$ cat src/hdl/mmp_pkg.sv
// Shared types and constants for the mouse motion packetizer.
package mmp_pkg;

  // Configuration register indexes.
  localparam logic REG_MOUSE_FORMAT = 1'b0;
  localparam logic REG_SERIAL_PORT  = 1'b1;

  // Mouse format codes.
  localparam logic [1:0] FMT_NONE   = 2'd0;
  localparam logic [1:0] FMT_PS2    = 2'd1;
  localparam logic [1:0] FMT_SERIAL = 2'd2;

  // Per-packet chunk limits.
  localparam logic signed [7:0] X_MIN = -8'sd128;
  localparam logic signed [7:0] X_MAX = 8'sd127;
  localparam logic signed [7:0] Y_MIN = -8'sd127;
  localparam logic signed [7:0] Y_MAX = 8'sd127;

  // Packet cap per event.
  localparam int MAX_PACKETS = 33;
  localparam int CNT_W       = 6;

  // Status byte bit masks.
  localparam logic [7:0] PS2_ALWAYS   = 8'h08;
  localparam logic [7:0] PS2_X_SIGN   = 8'h10;
  localparam logic [7:0] PS2_Y_SIGN   = 8'h20;
  localparam logic [7:0] SER_SYNC     = 8'h40;
  localparam logic [7:0] SER_LEFT     = 8'h20;
  localparam logic [7:0] SER_RIGHT    = 8'h10;
  localparam logic [7:0] SER_X_SIGN   = 8'h02;
  localparam logic [7:0] SER_Y_SIGN   = 8'h08;
  localparam logic [7:0] SER_X_BIT6   = 8'h01;
  localparam logic [7:0] SER_Y_BIT6   = 8'h04;
  localparam logic [7:0] SER_LOW_MASK = 8'h3f;

  // One chunk taken from the remainders.
  typedef struct packed {
    logic signed [7:0] cx;
    logic signed [7:0] cy;
    logic              rest_zero;
  } chunk_t;

  // Formatted packet bytes.
  typedef struct packed {
    logic [7:0] status_byte;
    logic [7:0] x_byte;
    logic [7:0] y_byte;
  } packet_t;

  // Sequencer states.
  typedef enum logic [1:0] {
    ST_IDLE = 2'b01,
    ST_RUN  = 2'b10
  } state_t;

endpackage

$ cat src/hdl/mouse_motion_packetizer.sv
// Top level of the mouse motion packetizer: sequencer, config and output register.
//
// One input word carries signed X and Y deltas and a button status byte.
// The block cuts the motion into three-byte packets, one output word per
// packet, and marks the final packet with out_last_packet. Each packet
// takes one step of the shared clamp and subtract unit, which is loaded
// when the input word is accepted; an event has N packets (1 to 33), and
// each packet is registered in the output register before it appears.
// N is the number of clamped steps it takes to empty the larger remainder
// (127 per step, 128 for a negative X step), at least one and at most 33.
// in_stall is high while an event is being cut; it drops as soon as the
// final packet is in the output register, even if that packet still waits.
// While out_valid is high, out_stall pauses the sequencer and holds the word.
// The config port (cfg_index 0: mouse format, 1: serial port present) is
// always ready. The user must write it only while the block is idle; the
// block does not enforce this. With no mouse format (code 0 or 3), or
// serial format without a port, an input word is taken and yields no output.
// Reset (rst_n low, synchronous) clears both config registers, empties the
// output register and returns the sequencer to idle.
module mouse_motion_packetizer #(
  parameter int DELTA_WIDTH = 13
) (
  input  logic                          clk,
  input  logic                          rst_n,
  input  logic                          in_valid,
  output logic                          in_stall,
  input  logic signed [DELTA_WIDTH-1:0] in_delta_x,
  input  logic signed [DELTA_WIDTH-1:0] in_delta_y,
  input  logic [7:0]                    in_button_status,
  output logic                          out_valid,
  input  logic                          out_stall,
  output logic [7:0]                    out_status_byte,
  output logic [7:0]                    out_x_byte,
  output logic [7:0]                    out_y_byte,
  output logic                          out_last_packet,
  input  logic                          cfg_valid,
  output logic                          cfg_ready,
  input  logic                          cfg_index,
  input  logic [1:0]                    cfg_data
);
  import mmp_pkg::*;

  state_t           state_r, state_nxt;
  logic [1:0]       fmt_r;
  logic             port_r;
  logic             ps2_r;
  logic [7:0]       btn_r;
  logic [CNT_W-1:0] cnt_r, cnt_nxt;
  logic             out_valid_r, out_valid_nxt;
  packet_t          out_pkt_r;
  logic             out_last_r;

  logic    in_take, enabled, is_ps2, out_free, fire, last;
  chunk_t  chunk;
  packet_t pkt;

  // Configuration registers.
  assign cfg_ready = 1'b1;

  always_ff @(posedge clk) begin
    if (!rst_n) begin
      fmt_r  <= FMT_NONE;
      port_r <= 1'b0;
    end else if (cfg_valid) begin
      case (cfg_index)
        REG_MOUSE_FORMAT: fmt_r  <= cfg_data;
        REG_SERIAL_PORT:  port_r <= cfg_data[0];
        default: ;
      endcase
    end
  end

  // Handshake and sequencing.
  assign is_ps2   = (fmt_r == FMT_PS2);
  assign enabled  = is_ps2 || ((fmt_r == FMT_SERIAL) && port_r);
  assign in_stall = (state_r != ST_IDLE);
  assign in_take  = in_valid && !in_stall;
  assign out_free = !out_valid_r || !out_stall;
  assign fire     = (state_r == ST_RUN) && out_free;
  assign last     = chunk.rest_zero || (cnt_r == CNT_W'(MAX_PACKETS - 1));

  always_comb begin
    state_nxt = state_r;
    cnt_nxt   = cnt_r;
    case (state_r)
      ST_IDLE: begin
        cnt_nxt = '0;
        if (in_take && enabled) state_nxt = ST_RUN;
      end
      ST_RUN: begin
        if (fire) begin
          cnt_nxt = cnt_r + 1'b1;
          if (last) state_nxt = ST_IDLE;
        end
      end
      default: state_nxt = ST_IDLE;
    endcase
  end

  assign out_valid_nxt = fire ? 1'b1 : (out_valid_r && out_stall);

  always_ff @(posedge clk) begin
    if (!rst_n) begin
      state_r     <= ST_IDLE;
      cnt_r       <= '0;
      out_valid_r <= 1'b0;
    end else begin
      state_r     <= state_nxt;
      cnt_r       <= cnt_nxt;
      out_valid_r <= out_valid_nxt;
    end
  end

  // Per-event context.
  always_ff @(posedge clk) begin
    if (in_take) begin
      ps2_r <= is_ps2;
      btn_r <= in_button_status;
    end
  end

  mmp_chunk_unit #(
    .DELTA_WIDTH(DELTA_WIDTH)
  ) u_chunk (
    .clk   (clk),
    .load  (in_take),
    .step  (fire),
    .load_x(in_delta_x),
    .load_y(in_delta_y),
    .chunk (chunk)
  );

  mmp_pkt_fmt u_fmt (
    .ps2_mode     (ps2_r),
    .button_status(btn_r),
    .chunk        (chunk),
    .pkt          (pkt)
  );

  // Output register.
  always_ff @(posedge clk) begin
    if (fire) begin
      out_pkt_r  <= pkt;
      out_last_r <= last;
    end
  end

  assign out_valid       = out_valid_r;
  assign out_status_byte = out_pkt_r.status_byte;
  assign out_x_byte      = out_pkt_r.x_byte;
  assign out_y_byte      = out_pkt_r.y_byte;
  assign out_last_packet = out_last_r;

endmodule

$ cat src/hdl/mmp_chunk_unit.sv
// Remainder registers with the shared clamp and subtract unit.
module mmp_chunk_unit #(
  parameter int DELTA_WIDTH = 13
) (
  input  logic                          clk,
  input  logic                          load,
  input  logic                          step,
  input  logic signed [DELTA_WIDTH-1:0] load_x,
  input  logic signed [DELTA_WIDTH-1:0] load_y,
  output mmp_pkg::chunk_t               chunk
);
  import mmp_pkg::*;

  localparam logic signed [DELTA_WIDTH-1:0] LO_X = DELTA_WIDTH'(X_MIN);
  localparam logic signed [DELTA_WIDTH-1:0] HI_X = DELTA_WIDTH'(X_MAX);
  localparam logic signed [DELTA_WIDTH-1:0] LO_Y = DELTA_WIDTH'(Y_MIN);
  localparam logic signed [DELTA_WIDTH-1:0] HI_Y = DELTA_WIDTH'(Y_MAX);

  logic signed [DELTA_WIDTH-1:0] rx_r, rx_nxt;
  logic signed [DELTA_WIDTH-1:0] ry_r, ry_nxt;
  logic signed [7:0]             cx, cy;

  // Clamp the remainders to one packet's range.
  always_comb begin
    if (rx_r < LO_X) begin
      cx = X_MIN;
    end else if (rx_r > HI_X) begin
      cx = X_MAX;
    end else begin
      cx = rx_r[7:0];
    end
    if (ry_r < LO_Y) begin
      cy = Y_MIN;
    end else if (ry_r > HI_Y) begin
      cy = Y_MAX;
    end else begin
      cy = ry_r[7:0];
    end
  end

  // Take the chunk off what remains.
  assign rx_nxt = rx_r - DELTA_WIDTH'(cx);
  assign ry_nxt = ry_r - DELTA_WIDTH'(cy);

  assign chunk.cx        = cx;
  assign chunk.cy        = cy;
  assign chunk.rest_zero = (rx_nxt == '0) && (ry_nxt == '0);

  always_ff @(posedge clk) begin
    if (load) begin
      rx_r <= load_x;
      ry_r <= load_y;
    end else if (step) begin
      rx_r <= rx_nxt;
      ry_r <= ry_nxt;
    end
  end

endmodule

$ cat src/hdl/mmp_pkt_fmt.sv
// Packet byte formatting for the PS/2 and serial mouse layouts.
module mmp_pkt_fmt (
  input  logic             ps2_mode,
  input  logic [7:0]       button_status,
  input  mmp_pkg::chunk_t  chunk,
  output mmp_pkg::packet_t pkt
);
  import mmp_pkg::*;

  logic signed [7:0] ny;
  logic [7:0]        xb, yb, st;

  always_comb begin
    ny = -chunk.cy;
    xb = chunk.cx;
    yb = chunk.cy;
    if (ps2_mode) begin
      // PS/2 reports Y upward, so the chunk is negated.
      yb = ny;
      st = button_status | PS2_ALWAYS;
      if (chunk.cx[7]) st = st | PS2_X_SIGN;
      if (ny[7]) st = st | PS2_Y_SIGN;
    end else begin
      // Serial layout moves bit 6 of each delta into the status byte.
      st = SER_SYNC;
      if (button_status[0]) st = st | SER_LEFT;
      if (button_status[1]) st = st | SER_RIGHT;
      if (chunk.cx[7]) st = st | SER_X_SIGN;
      if (chunk.cy[7]) st = st | SER_Y_SIGN;
      if (xb[6]) begin
        st = st | SER_X_BIT6;
        xb = xb & SER_LOW_MASK;
      end
      if (yb[6]) begin
        st = st | SER_Y_BIT6;
        yb = yb & SER_LOW_MASK;
      end
    end
    pkt.status_byte = st;
    pkt.x_byte      = xb;
    pkt.y_byte      = yb;
  end

endmodule

$ cat config.mk
export PLATFORM = sky130hd
export DESIGN_NAME = mouse_motion_packetizer
export DESIGN_NICKNAME = d
export VERILOG_FILES = /design/src/hdl/mmp_pkg.sv /design/src/hdl/mouse_motion_packetizer.sv /design/src/hdl/mmp_chunk_unit.sv /design/src/hdl/mmp_pkt_fmt.sv
export SDC_FILE = /design/constraint.sdc
export NUM_CORES = 1
export LEC_CHECK = 0
export ABC_CLOCK_PERIOD_IN_PS = 6000
export BUFFER_PORTS_ARGS = -buffer_cell sky130_fd_sc_hd__clkbuf_2
export CORE_ASPECT_RATIO = 0.9
export CORE_MARGIN = 2
export CORE_UTILIZATION = 55
export DETAILED_ROUTE_END_ITERATION = 10
export GPL_ROUTABILITY_DRIVEN = 0
export GPL_TIMING_DRIVEN = 0
export HOLD_SLACK_MARGIN = 0.05
export PLACE_DENSITY = 0.78
export SLEW_MARGIN = 20
export SYNTH_ARGS = -nofsm -noshare
export SYNTH_HDL_FRONTEND = slang
export SYNTH_SLANG_ARGS = --single-unit
$ cat constraint.sdc
create_clock -name clk -period 6 [get_ports clk]
set_input_delay 0.9 -clock clk [delete_from_list [all_inputs] [get_ports clk]]
set_output_delay 0.9 -clock clk [all_outputs]
set_load 0.02 [all_outputs]
==> impl_metrics.py <==
metrics = {
    "timing": {
        "fin_crit_ps": 5040,
        "drv_slew": 0,
        "slew_headroom_pct": 29.9,
        "worst_pin_slew_ps": 1050,
        "clock_skew_ps": 10.9,
        "rsz0062_at_grt": "no",
        "setup_viol": 0,
        "hold_violations": 0,
        "setup_tns_ps": 0,
        "fin_crit_sh_pct": 84.1,
        "fmax_mhz": 198,
    },
    "route": {
        "drc": 0,
        "vias": 4216,
        "wl_mm": 11.5,
        "avgRoutedWirePerCell_um": 16.6,
        "vias_per_cell": 6.11,
        "drt_iter0_markers": 369,
        "first_pass_iters": 5,
        "ant_nets": 0,
    },
    "pwr": {
        "vdd_drop_max_uv": 163,
        "p_total_w": 0.00157,
        "p_per_area_nw_per_um2": 299,
        "p_leak_nw": 2.11,
    },
    "yosys": {
        "synth_cell_types": 71,
        "ys_seq_elements": 71,
        "syn_avg_cell_area_um2": 9.07,
        "async_flop_share_pct": 0,
        "synthesis.nets": 568,
        "synth.cell_area_um2": 4610,
        "netlist_instances": 508,
        "synth_area_leaders": "edfxtp_1 (38%), dfxtp_1 (5.2%), nand2_1 (5.1%), nor2_1 (4.7%), ha_1 (4.6%)",
        "synth_edf_count": 59,
        "synthFlopType": "edfxtp_1",
        "synth_top_area_cell": "edfxtp_1",
        "synth_top_area_share_pct": 38.5,
        "synth-seq-area-share_pct": 43.7,
        "yosys_warnings": 0,
    },
    "global_routing": {
        "first_global_vias": 3765,
        "grt_pass1_wl_mm": 18.2,
        "grtUsageTotal_pct": 25.1,
        "grt_max_degree": 29,
        "grt-ovfl-total": 0,
        "antenna_found_initial": 0,
    },
    "finish": {
        "layout_commonest_cell": "clkbuf_2",
        "nFillCells": 681,
        "final_cell_mix": "clkbuf_2 (67), nand2_1 (61), edfxtp_1 (59)",
        "n_antenna_cell": 0,
        "fin_nets": 646,
        "syn2layout_area_growth_pct": 13.8,
        "drive_gt1_share_pct": 17.8,
    },
    "setup_path": {
        "critPathLaunchType": "register",
        "crit_required_ps": 6250,
        "ff2ff_path_depth": 14,
        "cp_max_fo": 10,
        "rrSetupSlack_ps": 960,
        "critical_path_arrival_ps": 5290,
        "crit_start": "u_chunk.rx_r[12]",
        "critical_path.endpoint_type": "register",
        "worstSetupEndpoint": "state_r[1]",
        "worst_r2r_endpoint": "state_r[1]",
        "worstSetupPathType": "reg -> reg",
        "r2r_start": "u_chunk.rx_r[12]",
    },
    "clock_tree": {
        "cts_sinks": 71,
        "post_cts_buffers": 0,
        "cts_tree": "built",
        "cts_hold_buf": 0,
        "clock-root-buffer": "clkbuf_8",
        "clock_latency_ps": 360,
        "postCtsResizedCells": 0,
        "cts.path.max_buffers": 2,
        "clkTransAtPathRegs_ps": 80,
        "cts_buffers": 9,
        "h-tree-depth": 3,
    },
    "placed_design": {
        "dpl.hpwl_mm": 8.36,
        "port-buffer-count": 67,
    },
    "die": {
        "start_util_pct": 56.8,
        "die_x_um": 100,
        "die_y_um": 90.8,
        "core_area_um2": 8110,
        "ios": 70,
        "row_count": 31,
        "dieArea_um2": 9130,
    },
    "job": {
        "drv_cap": 0,
    },
    "min_path": {
        "worst_hold_path_type": "reg -> reg",
    },
    "outcome": {
        "status": "finished clean",
    },
}
report_power, final:
part | internal, W | switching (W)
combinational | 0.000229 | 0.000364
sequential | 0.000589 | 0.0000343
clock | 0.000152 | 0.000198
total | 0.000970 | 0.000597
metal layers:
| layer | vias to the layer above | GRT usage [%] | wire (µm) |
|---|---|---|---|
| met5 | - | 0 | 0 |
| met4 | 0 | 7.53 | 191 |
| met3 | 15 | 4.10 | 921 |
| met2 | 224 | 40.4 | 5350 |
| met1 | 1960 | 34.8 | 5010 |
| li1 | 2017 | - | - |
how the worst min path moves through the flow:
stage          cells after the start      from  slack [ps]            endpoint
6_report                           2    port_r         490              port_r
3_3_place_gp                       2    port_r         450              port_r
4_1_cts                            2    port_r         490              port_r
3_5_place_dp                       1  cnt_r[3]         480            cnt_r[3]
2_1_floorplan                      2    port_r         440              port_r
5_1_grt                            1  btn_r[6]         520  out_status_byte[6]
Yosys cell counts, types with 4 or more instances:
cell,n
a211oi_1,6
a21boi_0,5
a21o_1,6
a21oi_1,39
a31oi_1,5
and2_1,6
clkbuf_1,17
dfxtp_1,12
edfxtp_1,59
ha_1,17
inv_1,23
mux2i_1,7
nand2_1,62
nand2b_1,4
nand3_1,18
nor2_1,58
nor2b_1,11
nor3_1,14
nor4_1,6
o21a_1,5
o21ai_0,28
o31a_1,4
or2_2,8
xnor2_1,13
xor2_1,7
worst max-delay path, stage by stage, from the launching register on:
cell,delay [ps]
edfxtp_1,330
clkbuf_1,330
clkbuf_1,520
nand2_1,340
a21oi_1,280
ha_1,260
nor2b_1,150
o31a_1,310
o31ai_1,310
mux2i_1,260
xnor2_1,110
or4_1,500
or4_1,460
or4_4,540
a32o_1,230
layout make-up:
cell class | count | area, µm² | area share (%)
Buffer | 22 | 96.3 | 1.84
Clock buffer | 10 | 128 | 2.43
Clock inverter | 6 | 45.0 | 0.859
Inverter | 24 | 90.1 | 1.72
Multi-Input combinational cell | 391 | 2410 | 46.0
Sequential cell | 71 | 2010 | 38.4
Tap cell | 99 | 124 | 2.36
Timing Repair Buffer | 67 | 335 | 6.40
state kept, by name, summed over array words and instances, names as in the netlist, 2 cells and up:
register,flops
state_r,2
out_x_byte,8
cnt_r,6
u_chunk.ry_r,13
btn_r,7
u_chunk.rx_r,13
out_y_byte,8
fmt_r,2
out_status_byte,8
kinds of logic after synthesis:
family	after synthesis	share of synthesized area [%]
flops	71	43.7
mux	8	1.77
xor+xnor	20	3.80
other cells	1	0.0814
simple gates	205	21.5
buf+inv	46	4.05
fa+ha+maj	19	5.27
compound gates	138	19.9
metrics by stage:
stage | cells | worst slack (ps) | area, µm² | utilization (%) | hold slack [ps]
after floorplan | 508 | 1750 | 4610 | - | 444
after global placement | 674 | 1160 | 5070 | 62.5 | 454
after detailed placement | 674 | 1080 | 5070 | 62.5 | 478
after CTS | 690 | 1040 | 5240 | 64.7 | 491
after global routing | 690 | 833 | 5240 | 64.7 | 524
final | 690 | 956 | 5240 | 64.7 | 486
(Power assumes the default switching activity.)
